`src/design/assert_macros.svh`:
```
// Assertion macros shared by the rank-addressed byte vector RTL.
// No dependencies; included by files that carry concurrent checks.
`ifndef ASSERT_MACROS_SVH
`define ASSERT_MACROS_SVH

// Property must hold at every clock edge outside reset.
`define RBV_ASSERT(label, clk, rst_n, prop, msg) \
	label: assert property (@(posedge clk) disable iff (!(rst_n)) (prop)) else $error(msg);

// Expression must never be true outside reset.
`define RBV_NEVER(label, clk, rst_n, expr, msg) \
	label: assert property (@(posedge clk) disable iff (!(rst_n)) !(expr)) else $error(msg);

`endif

```
`src/design/rbv_pkg.sv`:
```
// Types and constants for the rank-addressed byte vector.
// No dependencies; imported by every module of the block.
package rbv_pkg;

	localparam int unsigned DEPTH_DEF = 64;
	localparam int unsigned OP_W      = 2;
	localparam int unsigned RANK_W    = 7;
	localparam int unsigned DATA_W    = 8;
	localparam int unsigned STAT_W    = 2;
	localparam int unsigned CNT_W     = 7;

	typedef enum logic [OP_W-1:0] {
		OP_READ    = 2'd0,
		OP_REPLACE = 2'd1,
		OP_INSERT  = 2'd2,
		OP_REMOVE  = 2'd3
	} rbv_op_t;

	typedef enum logic [STAT_W-1:0] {
		ST_OK    = 2'd0,
		ST_RANGE = 2'd1,
		ST_FULL  = 2'd2
	} rbv_status_t;

	// Command transaction
	typedef struct packed {
		rbv_op_t             opcode;
		logic [RANK_W-1:0]   rank;
		logic [DATA_W-1:0]   elem;
	} rbv_cmd_t;

	// Result transaction
	typedef struct packed {
		logic [DATA_W-1:0]   read_data;
		rbv_status_t         status;
		logic [CNT_W-1:0]    entry_count;
		logic                vacant;
	} rbv_rsp_t;

	// Broadcast from the controller to every cell; qualified by a good command
	typedef struct packed {
		logic                do_insert;
		logic                do_remove;
		logic                do_replace;
		logic [RANK_W-1:0]   rank;
		logic [DATA_W-1:0]   elem;
	} rbv_cell_ctl_t;

endpackage

```
`src/design/rbv_cell.sv`:
```
// One cell of the rank-addressed byte chain: holds the entry at its index.
// Depends on rbv_pkg.
module rbv_cell #(
	parameter int unsigned IDX   = 0,
	parameter int unsigned CMP_W = 7
) (
	input  logic                      clk,
	input  rbv_pkg::rbv_cell_ctl_t    ctl,
	input  logic [rbv_pkg::DATA_W-1:0] left_data,
	input  logic [rbv_pkg::DATA_W-1:0] right_data,
	output logic [rbv_pkg::DATA_W-1:0] data,
	output logic [rbv_pkg::DATA_W-1:0] sel_data
);
	import rbv_pkg::*;

	localparam logic [CMP_W-1:0] MY_IDX = CMP_W'(IDX);

	logic [DATA_W-1:0] entry_q;
	logic [CMP_W-1:0]  rank_ext;
	logic              hit;
	logic              above;

	// Position of this cell relative to the addressed rank
	assign rank_ext = CMP_W'(ctl.rank);
	assign hit      = (rank_ext == MY_IDX);
	assign above    = (rank_ext < MY_IDX);

	// Shift up on insert, shift down on remove, load on replace or insert hit
	always_ff @(posedge clk) begin
		if (ctl.do_insert && above) begin
			entry_q <= left_data;
		end else if ((ctl.do_insert || ctl.do_replace) && hit) begin
			entry_q <= ctl.elem;
		end else if (ctl.do_remove && (hit || above)) begin
			entry_q <= right_data;
		end
	end

	assign data     = entry_q;
	// Masked copy for the read OR tree
	assign sel_data = hit ? entry_q : '0;

endmodule

```
`src/design/rbv_ctrl.sv`:
```
// Command decode, range checks, entry count and result register.
// Depends on rbv_pkg and assert_macros.svh.
`include "assert_macros.svh"

module rbv_ctrl #(
	parameter int unsigned DEPTH = rbv_pkg::DEPTH_DEF,
	parameter int unsigned CMP_W = 7
) (
	input  logic                       clk,
	input  logic                       arst_n,
	input  logic                       start,
	input  rbv_pkg::rbv_cmd_t          cmd,
	input  logic [rbv_pkg::DATA_W-1:0] rd_byte,
	output rbv_pkg::rbv_cell_ctl_t     ctl,
	output logic                       busy,
	output logic                       done,
	output rbv_pkg::rbv_rsp_t          rsp
);
	import rbv_pkg::*;

	localparam int unsigned CNT_IW = $clog2(DEPTH + 1);
	localparam logic [CNT_IW-1:0] FULL_CNT = CNT_IW'(DEPTH);

	logic [CNT_IW-1:0] count_q;
	logic [CNT_IW-1:0] count_next;
	logic              done_q;
	rbv_rsp_t          rsp_q;
	rbv_status_t       status;
	logic              accept;
	logic              rank_lt;
	logic              rank_le;
	logic              ok;
	logic [CMP_W-1:0]  rank_ext;
	logic [CMP_W-1:0]  cnt_ext;

	// One command per cycle; never stalls
	assign busy   = 1'b0;
	assign accept = start && !busy;

	// Range checks against the current count
	assign rank_ext = CMP_W'(cmd.rank);
	assign cnt_ext  = CMP_W'(count_q);
	assign rank_lt  = rank_ext < cnt_ext;
	assign rank_le  = rank_ext <= cnt_ext;

	// Status decode
	always_comb begin
		status = ST_OK;
		case (cmd.opcode)
			OP_READ, OP_REPLACE, OP_REMOVE: begin
				if (!rank_lt) status = ST_RANGE;
			end
			OP_INSERT: begin
				if (!rank_le) status = ST_RANGE;
				else if (count_q == FULL_CNT) status = ST_FULL;
			end
			default: status = ST_RANGE;
		endcase
	end

	assign ok = accept && (status == ST_OK);

	// Cell broadcast
	always_comb begin
		ctl.do_insert  = ok && (cmd.opcode == OP_INSERT);
		ctl.do_remove  = ok && (cmd.opcode == OP_REMOVE);
		ctl.do_replace = ok && (cmd.opcode == OP_REPLACE);
		ctl.rank       = cmd.rank;
		ctl.elem       = cmd.elem;
	end

	// Count after the command
	always_comb begin
		count_next = count_q;
		if (ctl.do_insert) count_next = count_q + 1'b1;
		else if (ctl.do_remove) count_next = count_q - 1'b1;
	end

	// Control state
	always_ff @(posedge clk or negedge arst_n) begin
		if (!arst_n) begin
			count_q <= '0;
			done_q  <= 1'b0;
		end else begin
			count_q <= count_next;
			done_q  <= accept;
		end
	end

	// Result register
	always_ff @(posedge clk) begin
		if (accept) begin
			rsp_q.read_data   <= (ok && cmd.opcode == OP_READ) ? rd_byte : '0;
			rsp_q.status      <= status;
			rsp_q.entry_count <= CNT_W'(count_next);
			rsp_q.vacant      <= (count_next == '0);
		end
	end

	assign done = done_q;
	assign rsp  = rsp_q;

	`RBV_ASSERT(a_count_bound, clk, arst_n, count_q <= FULL_CNT, "count above depth")
	`RBV_ASSERT(a_data_only_ok, clk, arst_n,
		done |-> (rsp.status == ST_OK || rsp.read_data == '0), "data on failed command")
	`RBV_ASSERT(a_full_only_full, clk, arst_n,
		(done && rsp.status == ST_FULL) |-> (count_q == FULL_CNT), "full status while not full")
	`RBV_NEVER(a_one_edit, clk, arst_n,
		$countones({ctl.do_insert, ctl.do_remove, ctl.do_replace}) > 1, "two edits at once")

endmodule

```
`src/design/rank_addressed_byte_vector_top.sv`:
```
// Top level of the rank-addressed byte vector: controller plus cell chain.
// Depends on rbv_pkg, rbv_ctrl and rbv_cell.
//
//  channel   handshake            payload
//  command   start, busy          cmd   (opcode, rank, elem)
//  result    done (one-cycle)     rsp   (read_data, status, entry_count, vacant)
//
// A command is taken on any edge with start high; busy stays low, so one
// command per cycle is sustained. Its result is on rsp with done in the
// cycle after acceptance. Insert and remove shift the cells from the
// addressed rank up in that same cycle. Reset clears the count; the
// cells are undefined until written. The receiver cannot stall results.
module rank_addressed_byte_vector_top #(
	parameter int unsigned DEPTH = rbv_pkg::DEPTH_DEF
) (
	input  logic              clk,
	input  logic              arst_n,
	input  logic              start,
	input  rbv_pkg::rbv_cmd_t cmd,
	output logic              busy,
	output logic              done,
	output rbv_pkg::rbv_rsp_t rsp
);
	import rbv_pkg::*;

	localparam int unsigned CNT_IW = $clog2(DEPTH + 1);
	localparam int unsigned CMP_W  = (CNT_IW > RANK_W) ? CNT_IW : RANK_W;

	rbv_cell_ctl_t     ctl;
	logic [DATA_W-1:0] cell_data [DEPTH];
	logic [DATA_W-1:0] cell_sel  [DEPTH];
	logic [DATA_W-1:0] rd_byte;

	rbv_ctrl #(
		.DEPTH (DEPTH),
		.CMP_W (CMP_W)
	) u_ctrl (
		.clk     (clk),
		.arst_n  (arst_n),
		.start   (start),
		.cmd     (cmd),
		.rd_byte (rd_byte),
		.ctl     (ctl),
		.busy    (busy),
		.done    (done),
		.rsp     (rsp)
	);

	// Cell chain; each cell sees its two neighbors
	for (genvar i = 0; i < DEPTH; i++) begin : g_cell
		logic [DATA_W-1:0] left_d;
		logic [DATA_W-1:0] right_d;

		if (i == 0) begin : g_first
			assign left_d = '0;
		end else begin : g_mid_l
			assign left_d = cell_data[i-1];
		end

		if (i == DEPTH - 1) begin : g_last
			assign right_d = '0;
		end else begin : g_mid_r
			assign right_d = cell_data[i+1];
		end

		rbv_cell #(
			.IDX   (i),
			.CMP_W (CMP_W)
		) u_cell (
			.clk        (clk),
			.ctl        (ctl),
			.left_data  (left_d),
			.right_data (right_d),
			.data       (cell_data[i]),
			.sel_data   (cell_sel[i])
		);
	end

	// Read path: at most one cell drives a nonzero masked byte
	always_comb begin
		rd_byte = '0;
		for (int k = 0; k < DEPTH; k++) begin
			rd_byte = rd_byte | cell_sel[k];
		end
	end

endmodule
```
`config.mk`:
```
export PLATFORM = sky130hd
export DESIGN_NAME = rank_addressed_byte_vector_top
export DESIGN_NICKNAME = d
export VERILOG_FILES = /design/src/design/rbv_pkg.sv /design/src/design/rbv_cell.sv /design/src/design/rbv_ctrl.sv /design/src/design/rank_addressed_byte_vector_top.sv
export VERILOG_INCLUDE_DIRS = /design/src /design/src/design
export SDC_FILE = /design/constraint.sdc
export NUM_CORES = 2
export LEC_CHECK = 0
export ABC_AREA = 1
export BUFFER_PORTS_ARGS = -buffer_cell sky130_fd_sc_hd__buf_2
export CORE_ASPECT_RATIO = 2
export CORE_UTILIZATION = 35
export CTS_CLUSTER_DIAMETER = 30
export DETAILED_ROUTE_END_ITERATION = 12
export PLACE_DENSITY = 0.6
export SETUP_SLACK_MARGIN = 0.02
export SLEW_MARGIN = 0
export SYNTH_ARGS = -nofsm -noshare
export SYNTH_HDL_FRONTEND = slang
export SYNTH_SLANG_ARGS = --single-unit
```
`constraint.sdc`:
```
create_clock -name clk -period 3.1 [get_ports clk]
set_input_delay 0.155 -clock clk [delete_from_list [all_inputs] [get_ports clk]]
set_output_delay 0.155 -clock clk [all_outputs]
set_load 0.01 [all_outputs]
```
==> qor.yml <==
worst_setup_path:
  cp.arrival_ns: 3.40
  startpoint_type: "flop"
  endpoint_kind: "flop"
  slowest_stage: "dfrtp_1"
  startpoint: "u_ctrl.cnt_ext[1]"
  crit_chain: "inv_1 > ha_1 > nand2_1 > nor2_1 > nand4_1 > a21oi_2 > nand3_2 > inv_8 > buf_16 > nand2_2 > nand3_1 > buf_4"
  r2r_setup_slack_ns: 0.12
  crit_type: "reg2reg"
  cp.buffers_inverters: 4
  crit_required_ns: 3.52
  cp_max_fo: 46
  critPathTopFamily: "simple AND/OR/NAND/NOR gates"
  max_stage_delay_ns: 0.38
  critical_path_depth: 12
  r2r-end: "g_cell[2].u_cell.data[1]"
  crit_end: "g_cell[2].u_cell.data[1]"
  reg2regPathDepth: 12
  r2r-start: "u_ctrl.cnt_ext[1]"
floorplan:
  fp-row-count: 166
  coreArea_sq_um: 102000
  start_util: 0.352
  ioPinCount: 40
  die_area_sq_um: 104000
  die_y_um: 456
  die_x_um: 229
final_layout:
  synthToLayoutAreaGrowth_pct: 21.7
  post_route_cells_drive_above_1_share: 0.125
  final_cell_mix: "nand2_1 (2113), nand3_1 (1090), inv_1 (630), edfxtp_1 (530), buf_4 (327)"
  layout_commonest_cell: "nand2_1"
  nets: 5543
timing:
  setup_viol: 0
  fmax_ghz: 0.336
  fin_crit_sh: 0.961
  final-hold-violation-count: 0
  finalSetupTns_ns: 0
  grt_setup_unrepaired: "yes"
  period_needed_ns: 2.98
  skew_ns: 0.0319
  worst_slew_pin_slew_ns: 0.918
  drv_slew: 0
  slew_headroom: 0.385
  setup_slack_ns: 0.120
synth:
  netlist_area_sq_um: 36000
  syn-num-nets: 5224
  synth_top_area_frac: 0.442
  synth_area_leaders: "edfxtp_1 (44%), nand2_1 (22%), nand3_1 (15%)"
  seq_area_frac_synth: 0.447
  synth.avg_cell_area_sq_um: 6.93
  ys_seq_elements: 538
  yosys.area.top_type: "edfxtp_1"
  yosysWarnings: 0
  synth_cell_type_count: 35
  synthesis.instances: 5195
place:
  post-dp-hpwl_um: 121000
  post-place-ws_ns: 0.0972
  gp_congestion: 1.02
  io_buffers: 38
global_route:
  grt_remaining_overflow: 0
  grt_pass1_wl_um: 232000
  grt_pass1_vias: 37483
  grt_usage: 0.300
  antenna_found_initial: 7
  grt_max_degree: 65
min_path:
  hp-class: "in2reg"
route:
  wl_per_cell_um: 22.8
  wl_met1_um: 49200
  dr_total_vias: 37314
  drt-vias-per-instance: 5.37
  first_pass_iters: 6
  drc_errors: 0
  ant_nets: 0
  wl_met3_um: 9430
  dr_wl_met2_um: 81300
  drt_iter0_markers: 3125
  highest_layer: "met5"
  routed_wl_um: 158000
run_status:
  status: "complete, no violations"
clock_network:
  cts_root_buffer: "clkbuf_16"
  clk_transition_reported_paths_ns: 0.07
  cts_buffer_depth: 3
  cts_max_level: 3
  cts_setup_buffers: 0
  clock_latency_ns: 0.74
  numCtsBuffers: 100
  cts_tree: "built"
  cts.sinks: 538
power_and_ir_drop:
  p_leak_nw: 21.0
  vdd_drop_max_mv: 0.490
  p_per_area_nw_per_um2: 530
job:
  maxCapViolations: 0
per-stage QoR:
step	utilization	cell area, sq um	cells	total power, W	hold WS, ns
finish	0.429	43800	6943	0.0232	0.0845
global placement	0.393	40100	6752	0.0114	0.0355
detailed placement	0.393	40100	6752	0.0114	0.0303
CTS	0.428	43800	6942	0.0232	0.0636
global route	0.429	43800	6943	0.0238	0.126
floorplan	-	36000	5195	0.0101	-0.141
synth_stat cells, drive strengths merged:
master and n:
nand2 2178, nand3 1095, inv 651, edfxtp 530
nor2 290, buf 116, o21ai 91, clkbuf 71
o211ai 47, a21oi 36, o22ai 27, nor3 14
nand4 13, clkinv 10, ha 9, dfrtp 8
o2111ai 4, a21boi 1, a31oi 1, conb 1
nand3b 1, o221ai 1
what timing repair did:
action / in CTS / in global routing
gates resized for setup: 0 / 14
hold endpoints to repair: 24 / 0
hold buffers: 4 / 0
setup endpoints to repair: 0 / 56
power by group:
group	internal (W)	switching [W]	total [W]
clock	0.00745	0.00446	0.0119
sequential	0.00832	0.000241	0.00856
combinational	0.000817	0.00194	0.00276
cells by family (layout without fill, tap and decap cells):
group	Yosys count	after routing	share of synthesized area
AND/OR/NAND/NOR	3591	3591	0.421
buffers and inverters	848	1251	0.0941
flip-flops	538	538	0.447
AO/OA/AOI/OAI	208	208	0.0341
adder cells (fa/ha/maj)	9	9	0.00313
other	1	2	0.000104
layout make-up:
cell class	instances	area (sq um)
Fill cell	10749	58400
Multi-Input combinational cell	3809	16600
Sequential cell	538	16100
Timing Repair Buffer	404	3380
Clock buffer	106	2520
Inverter	661	2500
Tap cell	1344	1680
Clock inverter	80	1070
Antenna cell	1	2.50
sequential cells by signal, indices dropped and copies added (netlist names):
register / cells
u_ctrl.rsp: 18
u_ctrl.cnt_ext: 7
g_cell.u_cell.data: 512
u_ctrl.done: 1
worst register-to-register path, cell delays in order, from the launching register on:
cell	delay, ns
dfrtp_1	0.38
inv_1	0.10
ha_1	0.30
nand2_1	0.05
nor2_1	0.13
nand4_1	0.20
a21oi_2	0.30
nand3_2	0.18
inv_8	0.17
buf_16	0.29
nand2_2	0.26
nand3_1	0.14
buf_4	0.18
worst min path at each step:
stage            start                        end  slack (ns)  depth (start not counted)
6_report       cmd[15]          u_ctrl.cnt_ext[2]        0.08                          7
3_5_place_dp    arst_n                u_ctrl.done        0.03                          1
3_3_place_gp    arst_n                u_ctrl.done        0.04                          1
5_1_grt         cmd[5]  g_cell[63].u_cell.data[5]        0.13                          4
2_1_floorplan   arst_n          u_ctrl.cnt_ext[0]       -0.14                          0
4_1_cts        cmd[15]          u_ctrl.cnt_ext[2]        0.06                          7
metal layers:
layer,vias up,global-route usage
met4,10,0.299
li1,17498,-
met5,-,0
met2,1656,0.544
met3,735,0.0500
met1,17415,0.278
No activity file was read; power rests on OpenSTA's default activity.
